## src/rc4_stream_cipher_defines.svh

```systemverilog
// Assertion macros shared by the RC4 stream cipher RTL
`ifndef RC4_STREAM_CIPHER_DEFINES_SVH
`define RC4_STREAM_CIPHER_DEFINES_SVH

`ifndef NO_ASSERTIONS

// Property that must hold at every clock edge outside reset
`define RC4_ASSERT_HOLDS(lbl, clk, rst_n, prop, msg) \
    lbl: assert property (@(posedge clk) disable iff (!rst_n) prop) else $error(msg);

// Trigger in one cycle implies a consequence in the next
`define RC4_ASSERT_NEXT(lbl, clk, rst_n, pre, post, msg) \
    lbl: assert property (@(posedge clk) disable iff (!rst_n) (pre) |=> (post)) else $error(msg);

`else

`define RC4_ASSERT_HOLDS(lbl, clk, rst_n, prop, msg)

`define RC4_ASSERT_NEXT(lbl, clk, rst_n, pre, post, msg)

`endif

`endif

```

## src/rc4_pkg.sv

```systemverilog
// Shared types and constants of the RC4 stream cipher
package rc4_pkg;

    localparam int DEFAULT_MAX_KEY_BYTES = 32;
    localparam int SBOX_DEPTH            = 256;
    localparam int BYTE_W                = 8;
    localparam int KEY_WORDS             = 4;
    localparam int CFG_DATA_W            = 64;
    localparam int CFG_ADDR_W            = 3;
    localparam int LEN_W                 = 6;

    localparam logic [LEN_W-1:0] KEY_LENGTH_RESET = LEN_W'(16);

    // Configuration register indexes
    localparam logic [CFG_ADDR_W-1:0] CFG_KEY_WORD_0 = CFG_ADDR_W'(0);
    localparam logic [CFG_ADDR_W-1:0] CFG_KEY_WORD_1 = CFG_ADDR_W'(1);
    localparam logic [CFG_ADDR_W-1:0] CFG_KEY_WORD_2 = CFG_ADDR_W'(2);
    localparam logic [CFG_ADDR_W-1:0] CFG_KEY_WORD_3 = CFG_ADDR_W'(3);
    localparam logic [CFG_ADDR_W-1:0] CFG_KEY_LENGTH = CFG_ADDR_W'(4);

    // Request types
    localparam logic REQ_KEY_SCHEDULE = 1'b0;
    localparam logic REQ_DATA         = 1'b1;

    // Datapath step selected by the controller
    typedef enum logic [3:0] {
        STEP_NONE,
        STEP_INIT,
        STEP_KS_RD_K,
        STEP_KS_RD_ACC,
        STEP_KS_WR_K,
        STEP_KS_WR_ACC,
        STEP_BY_RD_I,
        STEP_BY_RD_J,
        STEP_BY_WR_I,
        STEP_BY_WR_J,
        STEP_OUT
    } t_step;

    typedef struct packed {
        logic  accept;
        t_step step;
    } t_dp_cmd;

    typedef struct packed {
        logic keyed;
        logic k_last;
        logic out_free;
    } t_dp_status;

endpackage

```

## src/rc4_req_if.sv

```systemverilog
// Request channel: valid/ready handshake with request payload
interface rc4_req_if;
    logic       valid;
    logic       ready;
    logic       req_type;
    logic [7:0] data_byte;
    logic       end_of_message;

    modport source (output valid, output req_type, output data_byte,
                    output end_of_message, input ready);
    modport sink   (input valid, input req_type, input data_byte,
                    input end_of_message, output ready);
endinterface

```

## src/rc4_rsp_if.sv

```systemverilog
// Result channel: valid/ready handshake with result payload
interface rc4_rsp_if;
    logic       valid;
    logic       ready;
    logic [7:0] out_byte;
    logic       end_of_message_out;
    logic       not_keyed;

    modport source (output valid, output out_byte, output end_of_message_out,
                    output not_keyed, input ready);
    modport sink   (input valid, input out_byte, input end_of_message_out,
                    input not_keyed, output ready);
endinterface

```

## src/rc4_ctrl.sv

```systemverilog
// Sequencing state machine of the RC4 stream cipher
`include "rc4_stream_cipher_defines.svh"

module rc4_ctrl (
    input  logic                i_clk,
    input  logic                i_rst_n,
    input  logic                i_in_valid,
    input  logic                i_req_type,
    output logic                o_in_ready,
    input  rc4_pkg::t_dp_status i_status,
    output rc4_pkg::t_dp_cmd    o_cmd
);

    typedef enum logic [3:0] {
        ST_IDLE,
        ST_INIT,
        ST_KS_RD_K,
        ST_KS_RD_ACC,
        ST_KS_WR_K,
        ST_KS_WR_ACC,
        ST_BY_RD_I,
        ST_BY_RD_J,
        ST_BY_WR_I,
        ST_BY_WR_J,
        ST_BY_OUT
    } t_state;

    t_state r_state;
    t_state n_state;
    logic   w_accept;

    assign o_in_ready = (r_state == ST_IDLE);
    assign w_accept   = i_in_valid && o_in_ready;

    always_comb begin
        n_state = r_state;
        case (r_state)
            ST_IDLE: begin
                if (w_accept) begin
                    if (i_req_type == rc4_pkg::REQ_KEY_SCHEDULE) begin
                        n_state = ST_INIT;
                    end else if (i_status.keyed) begin
                        n_state = ST_BY_RD_I;
                    end else begin
                        n_state = ST_BY_OUT;
                    end
                end
            end
            ST_INIT: begin
                if (i_status.k_last) begin
                    n_state = ST_KS_RD_K;
                end
            end
            ST_KS_RD_K:   n_state = ST_KS_RD_ACC;
            ST_KS_RD_ACC: n_state = ST_KS_WR_K;
            ST_KS_WR_K:   n_state = ST_KS_WR_ACC;
            ST_KS_WR_ACC: begin
                n_state = i_status.k_last ? ST_IDLE : ST_KS_RD_K;
            end
            ST_BY_RD_I: n_state = ST_BY_RD_J;
            ST_BY_RD_J: n_state = ST_BY_WR_I;
            ST_BY_WR_I: n_state = ST_BY_WR_J;
            ST_BY_WR_J: n_state = ST_BY_OUT;
            ST_BY_OUT: begin
                if (i_status.out_free) begin
                    n_state = ST_IDLE;
                end
            end
            default: n_state = ST_IDLE;
        endcase
    end

    always_ff @(posedge i_clk) begin
        if (!i_rst_n) begin
            r_state <= ST_IDLE;
        end else begin
            r_state <= n_state;
        end
    end

    always_comb begin
        o_cmd.accept = w_accept;
        case (r_state)
            ST_INIT:      o_cmd.step = rc4_pkg::STEP_INIT;
            ST_KS_RD_K:   o_cmd.step = rc4_pkg::STEP_KS_RD_K;
            ST_KS_RD_ACC: o_cmd.step = rc4_pkg::STEP_KS_RD_ACC;
            ST_KS_WR_K:   o_cmd.step = rc4_pkg::STEP_KS_WR_K;
            ST_KS_WR_ACC: o_cmd.step = rc4_pkg::STEP_KS_WR_ACC;
            ST_BY_RD_I:   o_cmd.step = rc4_pkg::STEP_BY_RD_I;
            ST_BY_RD_J:   o_cmd.step = rc4_pkg::STEP_BY_RD_J;
            ST_BY_WR_I:   o_cmd.step = rc4_pkg::STEP_BY_WR_I;
            ST_BY_WR_J:   o_cmd.step = rc4_pkg::STEP_BY_WR_J;
            ST_BY_OUT:    o_cmd.step = rc4_pkg::STEP_OUT;
            default:      o_cmd.step = rc4_pkg::STEP_NONE;
        endcase
    end

    `RC4_ASSERT_NEXT(a_key_req_starts_init, i_clk, i_rst_n, w_accept && (i_req_type == rc4_pkg::REQ_KEY_SCHEDULE), r_state == ST_INIT, "key request did not start the fill")
    `RC4_ASSERT_NEXT(a_out_waits_for_slot, i_clk, i_rst_n, (r_state == ST_BY_OUT) && !i_status.out_free, r_state == ST_BY_OUT, "left output step while slot busy")
    `RC4_ASSERT_NEXT(a_schedule_ends_idle, i_clk, i_rst_n, (r_state == ST_KS_WR_ACC) && i_status.k_last, r_state == ST_IDLE, "key schedule did not end after last swap")

endmodule

```

## src/rc4_dp.sv

```systemverilog
// Datapath of the RC4 stream cipher: key registers, S-box memory, indices
`include "rc4_stream_cipher_defines.svh"

module rc4_dp #(
    parameter int MAX_KEY_BYTES = rc4_pkg::DEFAULT_MAX_KEY_BYTES
) (
    input  logic                                i_clk,
    input  logic                                i_rst_n,
    input  logic                                i_cfg_we,
    input  logic [rc4_pkg::CFG_ADDR_W-1:0]      i_cfg_addr,
    input  logic [rc4_pkg::CFG_DATA_W-1:0]      i_cfg_wdata,
    input  rc4_pkg::t_dp_cmd                    i_cmd,
    output rc4_pkg::t_dp_status                 o_status,
    input  logic [rc4_pkg::BYTE_W-1:0]          i_data_byte,
    input  logic                                i_end_of_message,
    input  logic                                i_out_ready,
    output logic                                o_out_valid,
    output logic [rc4_pkg::BYTE_W-1:0]          o_out_byte,
    output logic                                o_end_of_message_out,
    output logic                                o_not_keyed
);

    localparam int KIDX_W = (MAX_KEY_BYTES > 1) ? $clog2(MAX_KEY_BYTES) : 1;
    localparam logic [rc4_pkg::LEN_W-1:0] MAX_LEN = rc4_pkg::LEN_W'(MAX_KEY_BYTES);
    localparam int BW = rc4_pkg::BYTE_W;

    // Key registers
    logic [rc4_pkg::CFG_DATA_W-1:0] r_key_word [rc4_pkg::KEY_WORDS];
    logic [rc4_pkg::LEN_W-1:0]      r_key_length;
    logic [BW-1:0]                  w_key_bytes [MAX_KEY_BYTES];
    logic [rc4_pkg::LEN_W-1:0]      w_len_eff;
    logic [rc4_pkg::LEN_W-1:0]      w_len_m1;
    logic [KIDX_W-1:0]              w_last_kidx;

    // Cipher state
    logic [BW-1:0]     r_sbox [rc4_pkg::SBOX_DEPTH];
    logic [BW-1:0]     r_rd;
    logic [BW-1:0]     r_k;
    logic [KIDX_W-1:0] r_kidx;
    logic [BW-1:0]     r_acc;
    logic [BW-1:0]     r_i;
    logic [BW-1:0]     r_j;
    logic              r_keyed;
    logic [BW-1:0]     r_sk;
    logic [BW-1:0]     r_sj;
    logic              r_fwd_i;
    logic              r_fwd_j;
    logic [BW-1:0]     r_data;
    logic              r_eom;

    // Output register
    logic          r_out_valid;
    logic [BW-1:0] r_out_byte;
    logic          r_out_eom;
    logic          r_out_nk;

    // Memory port
    logic          w_wr_en;
    logic [BW-1:0] w_wr_addr;
    logic [BW-1:0] w_wr_data;
    logic          w_rd_en;
    logic [BW-1:0] w_rd_addr;

    logic [BW-1:0] w_acc_n;
    logic [BW-1:0] w_i_n;
    logic [BW-1:0] w_j_n;
    logic [BW-1:0] w_t;
    logic [BW-1:0] w_ks;
    logic          w_out_free;
    logic          w_load_out;

    genvar g;
    generate
        for (g = 0; g < MAX_KEY_BYTES; g++) begin : g_key_bytes
            assign w_key_bytes[g] = r_key_word[g / 8][(g % 8) * BW +: BW];
        end
    endgenerate

    always_comb begin
        w_len_eff = r_key_length;
        if (r_key_length == '0) begin
            w_len_eff = rc4_pkg::LEN_W'(1);
        end else if (r_key_length > MAX_LEN) begin
            w_len_eff = MAX_LEN;
        end
    end

    assign w_len_m1    = w_len_eff - rc4_pkg::LEN_W'(1);
    assign w_last_kidx = w_len_m1[KIDX_W-1:0];

    assign w_acc_n = r_acc + r_rd + w_key_bytes[r_kidx];
    assign w_i_n   = r_i + BW'(1);
    assign w_j_n   = r_j + r_rd;
    assign w_t     = r_sk + r_rd;

    always_comb begin
        w_wr_en   = 1'b0;
        w_wr_addr = r_k;
        w_wr_data = r_k;
        w_rd_en   = 1'b0;
        w_rd_addr = r_k;
        case (i_cmd.step)
            rc4_pkg::STEP_INIT: begin
                w_wr_en = 1'b1;
            end
            rc4_pkg::STEP_KS_RD_K: begin
                w_rd_en = 1'b1;
            end
            rc4_pkg::STEP_KS_RD_ACC: begin
                w_rd_en   = 1'b1;
                w_rd_addr = w_acc_n;
            end
            rc4_pkg::STEP_KS_WR_K: begin
                w_wr_en   = 1'b1;
                w_wr_data = r_rd;
            end
            rc4_pkg::STEP_KS_WR_ACC: begin
                w_wr_en   = 1'b1;
                w_wr_addr = r_acc;
                w_wr_data = r_sk;
            end
            rc4_pkg::STEP_BY_RD_I: begin
                w_rd_en   = 1'b1;
                w_rd_addr = w_i_n;
            end
            rc4_pkg::STEP_BY_RD_J: begin
                w_rd_en   = 1'b1;
                w_rd_addr = w_j_n;
            end
            rc4_pkg::STEP_BY_WR_I: begin
                w_wr_en   = 1'b1;
                w_wr_addr = r_i;
                w_wr_data = r_rd;
                w_rd_en   = 1'b1;
                w_rd_addr = w_t;
            end
            rc4_pkg::STEP_BY_WR_J: begin
                w_wr_en   = 1'b1;
                w_wr_addr = r_j;
                w_wr_data = r_sk;
            end
            default: begin
                w_wr_en = 1'b0;
            end
        endcase
    end

    // S-box: one write port, one registered read port (old data on collision)
    always_ff @(posedge i_clk) begin
        if (w_wr_en) begin
            r_sbox[w_wr_addr] <= w_wr_data;
        end
        if (w_rd_en) begin
            r_rd <= r_sbox[w_rd_addr];
        end
    end

    // Keystream byte: the read was issued while S[i] was being rewritten
    // and before S[j] was, so take the swapped values where they collide
    always_comb begin
        if (!r_keyed) begin
            w_ks = '0;
        end else if (r_fwd_i) begin
            w_ks = r_sj;
        end else if (r_fwd_j) begin
            w_ks = r_sk;
        end else begin
            w_ks = r_rd;
        end
    end

    assign w_out_free = !r_out_valid || i_out_ready;
    assign w_load_out = (i_cmd.step == rc4_pkg::STEP_OUT) && w_out_free;

    always_ff @(posedge i_clk) begin
        if (!i_rst_n) begin
            r_key_word[0] <= '0;
            r_key_word[1] <= '0;
            r_key_word[2] <= '0;
            r_key_word[3] <= '0;
            r_key_length  <= rc4_pkg::KEY_LENGTH_RESET;
            r_k           <= '0;
            r_kidx        <= '0;
            r_acc         <= '0;
            r_i           <= '0;
            r_j           <= '0;
            r_keyed       <= 1'b0;
            r_out_valid   <= 1'b0;
        end else begin
            if (i_cfg_we) begin
                case (i_cfg_addr)
                    rc4_pkg::CFG_KEY_WORD_0: r_key_word[0] <= i_cfg_wdata;
                    rc4_pkg::CFG_KEY_WORD_1: r_key_word[1] <= i_cfg_wdata;
                    rc4_pkg::CFG_KEY_WORD_2: r_key_word[2] <= i_cfg_wdata;
                    rc4_pkg::CFG_KEY_WORD_3: r_key_word[3] <= i_cfg_wdata;
                    rc4_pkg::CFG_KEY_LENGTH: begin
                        r_key_length <= i_cfg_wdata[rc4_pkg::LEN_W-1:0];
                    end
                    default: begin
                        r_key_length <= r_key_length;
                    end
                endcase
            end

            if (i_cmd.accept) begin
                r_k    <= '0;
                r_kidx <= '0;
                r_acc  <= '0;
            end

            case (i_cmd.step)
                rc4_pkg::STEP_INIT: begin
                    r_k <= r_k + BW'(1);
                end
                rc4_pkg::STEP_KS_RD_ACC: begin
                    r_acc  <= w_acc_n;
                    r_kidx <= (r_kidx == w_last_kidx) ? '0 : r_kidx + KIDX_W'(1);
                end
                rc4_pkg::STEP_KS_WR_ACC: begin
                    r_k <= r_k + BW'(1);
                    if (r_k == '1) begin
                        r_keyed <= 1'b1;
                        r_i     <= '0;
                        r_j     <= '0;
                    end
                end
                rc4_pkg::STEP_BY_RD_I: begin
                    r_i <= w_i_n;
                end
                rc4_pkg::STEP_BY_RD_J: begin
                    r_j <= w_j_n;
                end
                default: begin
                end
            endcase

            if (w_load_out) begin
                r_out_valid <= 1'b1;
            end else if (i_out_ready) begin
                r_out_valid <= 1'b0;
            end
        end
    end

    always_ff @(posedge i_clk) begin
        if (i_cmd.accept) begin
            r_data <= i_data_byte;
            r_eom  <= i_end_of_message;
        end
        if ((i_cmd.step == rc4_pkg::STEP_KS_RD_ACC) ||
            (i_cmd.step == rc4_pkg::STEP_BY_RD_J)) begin
            r_sk <= r_rd;
        end
        if (i_cmd.step == rc4_pkg::STEP_BY_WR_I) begin
            r_sj    <= r_rd;
            r_fwd_i <= (w_t == r_i);
            r_fwd_j <= (w_t == r_j);
        end
        if (w_load_out) begin
            r_out_byte <= r_data ^ w_ks;
            r_out_eom  <= r_eom;
            r_out_nk   <= !r_keyed;
        end
    end

    assign o_status.keyed    = r_keyed;
    assign o_status.k_last   = (r_k == '1);
    assign o_status.out_free = w_out_free;

    assign o_out_valid          = r_out_valid;
    assign o_out_byte           = r_out_byte;
    assign o_end_of_message_out = r_out_eom;
    assign o_not_keyed          = r_out_nk;

    `RC4_ASSERT_NEXT(a_schedule_sets_keyed, i_clk, i_rst_n,
        (i_cmd.step == rc4_pkg::STEP_KS_WR_ACC) && (r_k == '1),
        r_keyed && (r_i == '0) && (r_j == '0),
        "key schedule end did not arm the generator")
    `RC4_ASSERT_NEXT(a_out_loaded, i_clk, i_rst_n, w_load_out, r_out_valid,
        "result not presented after load")
    `RC4_ASSERT_HOLDS(a_kidx_in_range, i_clk, i_rst_n,
        (i_cmd.step == rc4_pkg::STEP_KS_RD_ACC) |-> (r_kidx <= w_last_kidx),
        "key byte index beyond key length")

endmodule

```

## src/rc4_stream_cipher.sv

```systemverilog
// Top level of the RC4 stream cipher: controller, datapath and channel wiring
//
//  channel   | direction | handshake           | carries
//  ----------+-----------+---------------------+--------------------------------------
//  i_req     | in        | valid/ready         | req_type, data_byte, end_of_message
//  o_rsp     | out       | valid/ready         | out_byte, end_of_message_out, not_keyed
//  i_cfg_*   | in        | write enable only   | register index, 64-bit write data
//
//  A key schedule request fills the S-box with the identity, then makes 256 swaps, each
//  as read S[k], read S[acc], write S[k], write S[acc]. A keyed data byte reads S[i],
//  reads S[j], writes S[i] while reading S[S[i]+S[j]], writes S[j], then outputs; an
//  unkeyed one goes straight to output; the S-box has one read and one write port.
//  Reset (synchronous) clears indices, keyed flag and key words, sets key length to 16;
//  the S-box is not cleared and holds garbage until the first key schedule writes it.
//  A finished byte waits in the output register while new requests are taken; the
//  next byte holds in its output step until that transaction completes, and no new
//  request is taken meanwhile.
module rc4_stream_cipher #(
    parameter int MAX_KEY_BYTES = rc4_pkg::DEFAULT_MAX_KEY_BYTES
) (
    input  logic                           i_clk,
    input  logic                           i_rst_n,
    input  logic                           i_cfg_we,
    input  logic [rc4_pkg::CFG_ADDR_W-1:0] i_cfg_addr,
    input  logic [rc4_pkg::CFG_DATA_W-1:0] i_cfg_wdata,
    rc4_req_if.sink                        i_req,
    rc4_rsp_if.source                      o_rsp
);

    rc4_pkg::t_dp_cmd    w_cmd;
    rc4_pkg::t_dp_status w_status;

    // Sequence the fill, the swaps and the per-byte steps
    rc4_ctrl u_ctrl (
        .i_clk      (i_clk),
        .i_rst_n    (i_rst_n),
        .i_in_valid (i_req.valid),
        .i_req_type (i_req.req_type),
        .o_in_ready (i_req.ready),
        .i_status   (w_status),
        .o_cmd      (w_cmd)
    );

    // Hold the key, the permutation, both indices and the result register
    rc4_dp #(
        .MAX_KEY_BYTES (MAX_KEY_BYTES)
    ) u_dp (
        .i_clk                (i_clk),
        .i_rst_n              (i_rst_n),
        .i_cfg_we             (i_cfg_we),
        .i_cfg_addr           (i_cfg_addr),
        .i_cfg_wdata          (i_cfg_wdata),
        .i_cmd                (w_cmd),
        .o_status             (w_status),
        .i_data_byte          (i_req.data_byte),
        .i_end_of_message     (i_req.end_of_message),
        .i_out_ready          (o_rsp.ready),
        .o_out_valid          (o_rsp.valid),
        .o_out_byte           (o_rsp.out_byte),
        .o_end_of_message_out (o_rsp.end_of_message_out),
        .o_not_keyed          (o_rsp.not_keyed)
    );

endmodule

```

## src/flat_wrapper.sv

```systemverilog
// flat-port wrapper written by rule: the top's interface ports become plain ports
module rc4_stream_cipher_flat 
#(
    parameter int MAX_KEY_BYTES = rc4_pkg::DEFAULT_MAX_KEY_BYTES
)
  (i_clk, i_rst_n, i_cfg_we, i_cfg_addr, i_cfg_wdata, i_req_valid, i_req_req_type, i_req_data_byte, i_req_end_of_message, i_req_ready, o_rsp_valid, o_rsp_out_byte, o_rsp_end_of_message_out, o_rsp_not_keyed, o_rsp_ready);
  rc4_req_if i_req_i ();
  rc4_rsp_if o_rsp_i ();
  input  logic i_clk;
  input  logic i_rst_n;
  input  logic i_cfg_we;
  input  logic [rc4_pkg::CFG_ADDR_W-1:0] i_cfg_addr;
  input  logic [rc4_pkg::CFG_DATA_W-1:0] i_cfg_wdata;
  input wire logic [$bits(i_req_i.valid)-1:0] i_req_valid;
  input wire logic [$bits(i_req_i.req_type)-1:0] i_req_req_type;
  input wire logic [$bits(i_req_i.data_byte)-1:0] i_req_data_byte;
  input wire logic [$bits(i_req_i.end_of_message)-1:0] i_req_end_of_message;
  output wire logic [$bits(i_req_i.ready)-1:0] i_req_ready;
  output wire logic [$bits(o_rsp_i.valid)-1:0] o_rsp_valid;
  output wire logic [$bits(o_rsp_i.out_byte)-1:0] o_rsp_out_byte;
  output wire logic [$bits(o_rsp_i.end_of_message_out)-1:0] o_rsp_end_of_message_out;
  output wire logic [$bits(o_rsp_i.not_keyed)-1:0] o_rsp_not_keyed;
  input wire logic [$bits(o_rsp_i.ready)-1:0] o_rsp_ready;
  assign i_req_i.valid = i_req_valid;
  assign i_req_i.req_type = i_req_req_type;
  assign i_req_i.data_byte = i_req_data_byte;
  assign i_req_i.end_of_message = i_req_end_of_message;
  assign i_req_ready = i_req_i.ready;
  assign o_rsp_valid = o_rsp_i.valid;
  assign o_rsp_out_byte = o_rsp_i.out_byte;
  assign o_rsp_end_of_message_out = o_rsp_i.end_of_message_out;
  assign o_rsp_not_keyed = o_rsp_i.not_keyed;
  assign o_rsp_i.ready = o_rsp_ready;
  rc4_stream_cipher #(.MAX_KEY_BYTES(MAX_KEY_BYTES)) u_core (.i_clk(i_clk), .i_rst_n(i_rst_n), .i_cfg_we(i_cfg_we), .i_cfg_addr(i_cfg_addr), .i_cfg_wdata(i_cfg_wdata), .i_req(i_req_i), .o_rsp(o_rsp_i));
endmodule
```

## config.mk

```make
export PLATFORM = sky130hd
export DESIGN_NAME = rc4_stream_cipher_flat
export DESIGN_NICKNAME = d
export VERILOG_FILES = /design/src/rc4_pkg.sv /design/src/rc4_req_if.sv /design/src/rc4_rsp_if.sv /design/src/rc4_ctrl.sv /design/src/rc4_dp.sv /design/src/rc4_stream_cipher.sv /design/src/flat_wrapper.sv
export VERILOG_INCLUDE_DIRS = /design/src /design/src/src
export SDC_FILE = /design/constraint.sdc
export NUM_CORES = 2
export LEC_CHECK = 0
export ABC_AREA = 0
export BUFFER_PORTS_ARGS = -buffer_cell sky130_fd_sc_hd__clkbuf_2
export CAP_MARGIN = 10
export CORE_UTILIZATION = 40
export CTS_CLUSTER_DIAMETER = 200
export DETAILED_ROUTE_END_ITERATION = 7
export PLACE_DENSITY_LB_ADDON = 0.25
export SETUP_SLACK_MARGIN = 0.15
export SYNTH_ARGS = -nofsm -noshare
export SYNTH_HDL_FRONTEND = slang
export SYNTH_SLANG_ARGS = --single-unit
```

## constraint.sdc

```tcl
create_clock -name i_clk -period 9.1 [get_ports i_clk]
set_clock_uncertainty 0.1 [all_clocks]
set_input_delay 0.455 -clock i_clk [delete_from_list [all_inputs] [get_ports i_clk]]
set_output_delay 0.455 -clock i_clk [all_outputs]
set_load 0.01 [all_outputs]
```

==> flow_summary.json <==
{
  "outcome": "completed",
  "synth-async-reset-ratio": 0,
  "drt-initial-drc-count": 8512,
  "post-route-drc-count": 0,
  "endpoint": "u_core.u_dp.r_rd[4]",
  "root_buffer": "clkbuf_16",
  "synth_ff_type": "edfxtp_1",
  "clock_latency_ns": 0.91,
  "io_pins": 94,
  "multi_input_area_sq_um": 25800,
  "die_area_sq_um": 251000,
  "cp-startpoint": "u_core.u_dp.r_kidx[0]",
  "dr.pass1.iters": 8,
  "cts_tree": "done",
  "whs_ns": 0.0781,
  "yosys.area.top_type_share": 0.708,
  "antenna_found_initial": 15,
  "regToRegEndpoint": "u_core.u_dp.r_rd[4]",
  "gp_congestion": 1.01,
  "layout.nets": 7621,
  "grt_max_degree": 188,
  "ys_types": 88,
  "grt_pass1_vias": 61801,
  "cp_slowest_cell": "a2111oi_2",
  "crit_fanout": 34,
  "worstSetupPathType": "register to register",
  "cts_buffers": 241,
  "die_y_um": 501,
  "cts.sinks": 2402,
  "synthesis.area_sq_um": 99700,
  "ant_nets": 0,
  "cp_slowest_stage_delay_ns": 0.87,
  "core_sq_um": 247000,
  "cp_top_family": "compound AO/OA/AOI/OAI gates",
  "synth_edf_count": 2349,
  "die_w_um": 501,
  "initial_utilization": 0.404,
  "synth-seq-cells": 2402,
  "fill_cells": 21889,
  "grt_usage": 0.250,
  "syn_area_per_cell_sq_um": 13.5,
  "syn-num-nets": 7485,
  "tns_ns": 0,
  "crit_path_end_kind": "register",
  "synth_xor_xnor_area_share": 0.00395,
  "drv_slew": 0,
  "wire_per_inst_um": 28.8,
  "drt_wl_total_mm": 318,
  "cts_setup_buffers": 0,
  "reg2reg_from": "u_core.u_dp.r_kidx[0]",
  "crit_buf_inv": 2,
  "synth_area_leaders": "edfxtp_1, nand2_1, nand3_1, mux2i_1, mux4_2",
  "yosys.area_share.simple": 0.145,
  "yosys_warnings": 0,
  "finalSetupViolations": 0,
  "grt_setup_unrepaired": "no",
  "leakage_nw": 38.3,
  "synthAdderAreaFrac": 0.00515,
  "critPathLaunchType": "register",
  "cp.depth": 18,
  "portBuffers": 93,
  "syn_inst": 7368,
  "grt-ovfl-total": 0,
  "viasPerCell": 5.85,
  "fin_crit_ns": 7.97,
  "synth-compound-area-share": 0.0582,
  "worstPathCellList": "mux4_2, mux4_2, mux2_2, fa_1, ha_1, fa_1, a21o_1, a211oi_1, nor2_1, a2111oi_2, o31a_2, buf_4, buf_4, nor4_1, o21ai_0, nand2_1, a211oi_1, or4_1",
  "hpwl_mm": 196,
  "register_area_sq_um": 71600,
  "fp-row-count": 182,
  "power.ir.vdd_worst_v": 0.000353,
  "power_density_nw_per_um2": 344,
  "crit_arrival_ns": 8.65,
  "clk_pin_slew_worst_paths_ns": 0.06,
  "required_ns": 9.78,
  "slew_headroom": 0.0432,
  "yosys.area.top_type": "edfxtp_1",
  "htree_levels": 4,
  "area_growth_pct": 13.2,
  "cap_violations": 0,
  "drive_gt1_frac": 0.105,
  "r2r_slack_ns": 1.13,
  "grt_pass1_wl_mm": 454,
  "ff2ff_path_depth": 18,
  "finalHoldViolations": 0,
  "dr_total_vias": 64553,
  "fin_crit_sh": 0.876,
  "seq_area_frac_synth": 0.718,
  "timing.fmax_mhz": 125,
  "synth_top_family_by_area": "simple AND/OR/NAND/NOR gates",
  "hp-class": "input port to register",
  "synth.area.mux_share": 0.0430,
  "worst_slew_pin_slew_ns": 1.44,
  "clk_path_buf_depth": 3
}
[cells by family (layout without fill, tap and decap cells)]
kind of cell | after synthesis | in the layout
AND/OR/NAND/NOR | 3236 | 3236
flip-flops | 2402 | 2402
AO/OA/AOI/OAI | 801 | 801
buffers and inverters | 527 | 868
multiplexers | 322 | 322
XOR/XNOR | 45 | 45
adder cells (fa/ha/maj) | 35 | 35
other | 0 | 10
[how the worst min path moves through the flow]
stage	depth (start not counted)	start	slack (ns)	to
finish	3	i_rst_n	0.08	u_core.u_dp.r_key_length[4]
global route	3	i_rst_n	0.09	u_core.u_dp.r_key_length[4]
CTS	3	i_rst_n	0.007	u_core.u_dp.r_key_length[4]
detailed placement	0	u_core.u_dp.r_eom	0.34	u_core.u_dp.o_end_of_message_out
global placement	0	u_core.u_dp.r_eom	0.30	u_core.u_dp.o_end_of_message_out
floorplan	0	u_core.u_dp.r_eom	0.30	u_core.u_dp.o_end_of_message_out
[worst reg2reg max path, cell delays in order, from the launching register on]
cell and delay (ns):
dfxtp_4 0.77, mux4_2 0.63, mux4_2 0.48, mux2_2 0.32
fa_1 0.42, ha_1 0.26, fa_1 0.50, a21o_1 0.20
a211oi_1 0.30, nor2_1 0.18, a2111oi_2 0.87, o31a_2 0.81
buf_4 0.42, buf_4 0.28, nor4_1 0.08, o21ai_0 0.26
nand2_1 0.13, a211oi_1 0.68, or4_1 0.21
[through the flow]
stage                     std cells  worst slack, ns  utilization  area [sq um]  total power (W)
after detailed placement      10497             1.38        0.422        104000           0.0287
after CTS                     11020             1.39        0.457        113000           0.0386
final                         11031             1.13        0.457        113000           0.0389
after global routing          11023             1.03        0.457        113000           0.0399
after global placement        10496             1.43        0.422        104000           0.0286
after floorplan                7368           -0.846            -         99700           0.0229
[repair_timing]
item | 4_1_cts | 5_1_grt
endpoints found under the hold margin | 276 | 0
hold buffers | 75 | 0
gates resized for setup | 0 | 0
[power by group]
group,internal [W],total [W],switching [W]
combinational,0.00374,0.0149,0.0111
clock,0.00560,0.00996,0.00436
sequential,0.0138,0.0140,0.000216
total,0.0231,0.0389,0.0157
[registers in the layout, indices dropped and copies added (netlist names)]
register	count
u_core.u_dp.o_out_byte	8
u_core.u_dp.r_j	8
u_core.u_dp.r_fwd_j	1
u_core.u_dp.r_rd	8
u_core.u_dp.r_acc	8
u_core.u_dp.r_sbox	2048
u_core.u_dp.o_end_of_message_out	1
u_core.u_ctrl.o_cmd	4
u_core.u_dp.r_k	8
u_core.u_dp.r_eom	1
u_core.u_dp.r_sk	8
u_core.u_dp.r_fwd_i	1
u_core.u_dp.r_keyed	1
u_core.u_dp.r_key_length	6
u_core.u_dp.r_data	8
u_core.u_dp.r_key_word	256
u_core.u_dp.r_sj	8
u_core.u_dp.o_out_valid	1
u_core.u_dp.o_not_keyed	1
u_core.u_dp.r_i	8
u_core.u_dp.r_kidx	5
u_core.u_ctrl.r_state	4
[area by class of cell]
type | count | area share
clock buffers | 294 | 0.0558
clock inverters | 154 | 0.0138
well taps | 3312 | 0.0367
multi-input cells | 4439 | 0.228
diodes | 10 | 0.000222
flip-flops and latches | 2402 | 0.635
inverters | 31 | 0.00114
repair buffers | 389 | 0.0291
[metal layers]
metal	wire, um	part of all wire	vias up	global-route usage
met4	17200	0.054	10	0.123
met3	29700	0.093	696	0.0585
met2	143000	0.45	3314	0.381
met1	128000	0.40	32712	0.334
li1	-	-	27821	-
met5	57	0.00018	-	0
[layout by cell type, fill, tap and decap left out, types with 11 or more instances in the layout]
| master | n |
|---|---|
| or3_1 | 14 |
| dlygate4sd3_1 | 75 |
| clkbuf_1 | 50 |
| a21oi_1 | 173 |
| nand3_1 | 639 |
| bufinv_16 | 24 |
| clkinv_1 | 54 |
| ha_1 | 25 |
| inv_1 | 30 |
| clkbuf_2 | 93 |
| edfxtp_1 | 2349 |
| xnor2_1 | 30 |
| nor2_1 | 338 |
| o21a_1 | 11 |
| and2_1 | 271 |
| nor3_1 | 43 |
| nand2_1 | 1656 |
| mux2i_1 | 230 |
| a21boi_0 | 14 |
| a31oi_1 | 82 |
| clkinv_2 | 50 |
| nor2b_1 | 33 |
| nand2b_1 | 11 |
| buf_12 | 33 |
| xor2_1 | 15 |
| a22oi_1 | 24 |
| o22ai_1 | 22 |
| a211oi_1 | 32 |
| mux4_2 | 84 |
| and3_1 | 79 |
| a221oi_1 | 51 |
| dfxtp_1 | 50 |
| nand4_1 | 86 |
| a32oi_1 | 106 |
| o311a_1 | 14 |
| a311oi_1 | 87 |
| clkbuf_16 | 244 |
| o21ai_0 | 58 |
| nor4_1 | 18 |
| buf_4 | 188 |
[cell usage after synthesis (8+ instances only)]
cell type,number
buf_2,254
nor2_1,347
and2_1,271
buf_4,64
a22oi_1,24
and3_1,79
nand4_1,86
a311oi_1,91
o21a_1,11
mux2_2,8
nor3_1,43
xnor2_1,30
a21oi_1,182
o22ai_1,22
nand2b_1,11
a211oi_1,32
a32oi_1,106
clkbuf_1,130
edfxtp_1,2349
dfxtp_1,53
a21boi_0,14
mux4_2,84
or3_1,14
buf_6,11
o21ai_0,60
nand3_1,639
buf_1,37
a31oi_1,82
ha_1,25
xor2_1,15
nor4_1,20
nor2b_1,33
a221oi_1,51
mux2i_1,230
fa_1,10
inv_1,30
o31ai_1,10
nand2_1,1656
o311a_1,14
Note: power is estimated with default switching activity, not from simulation.
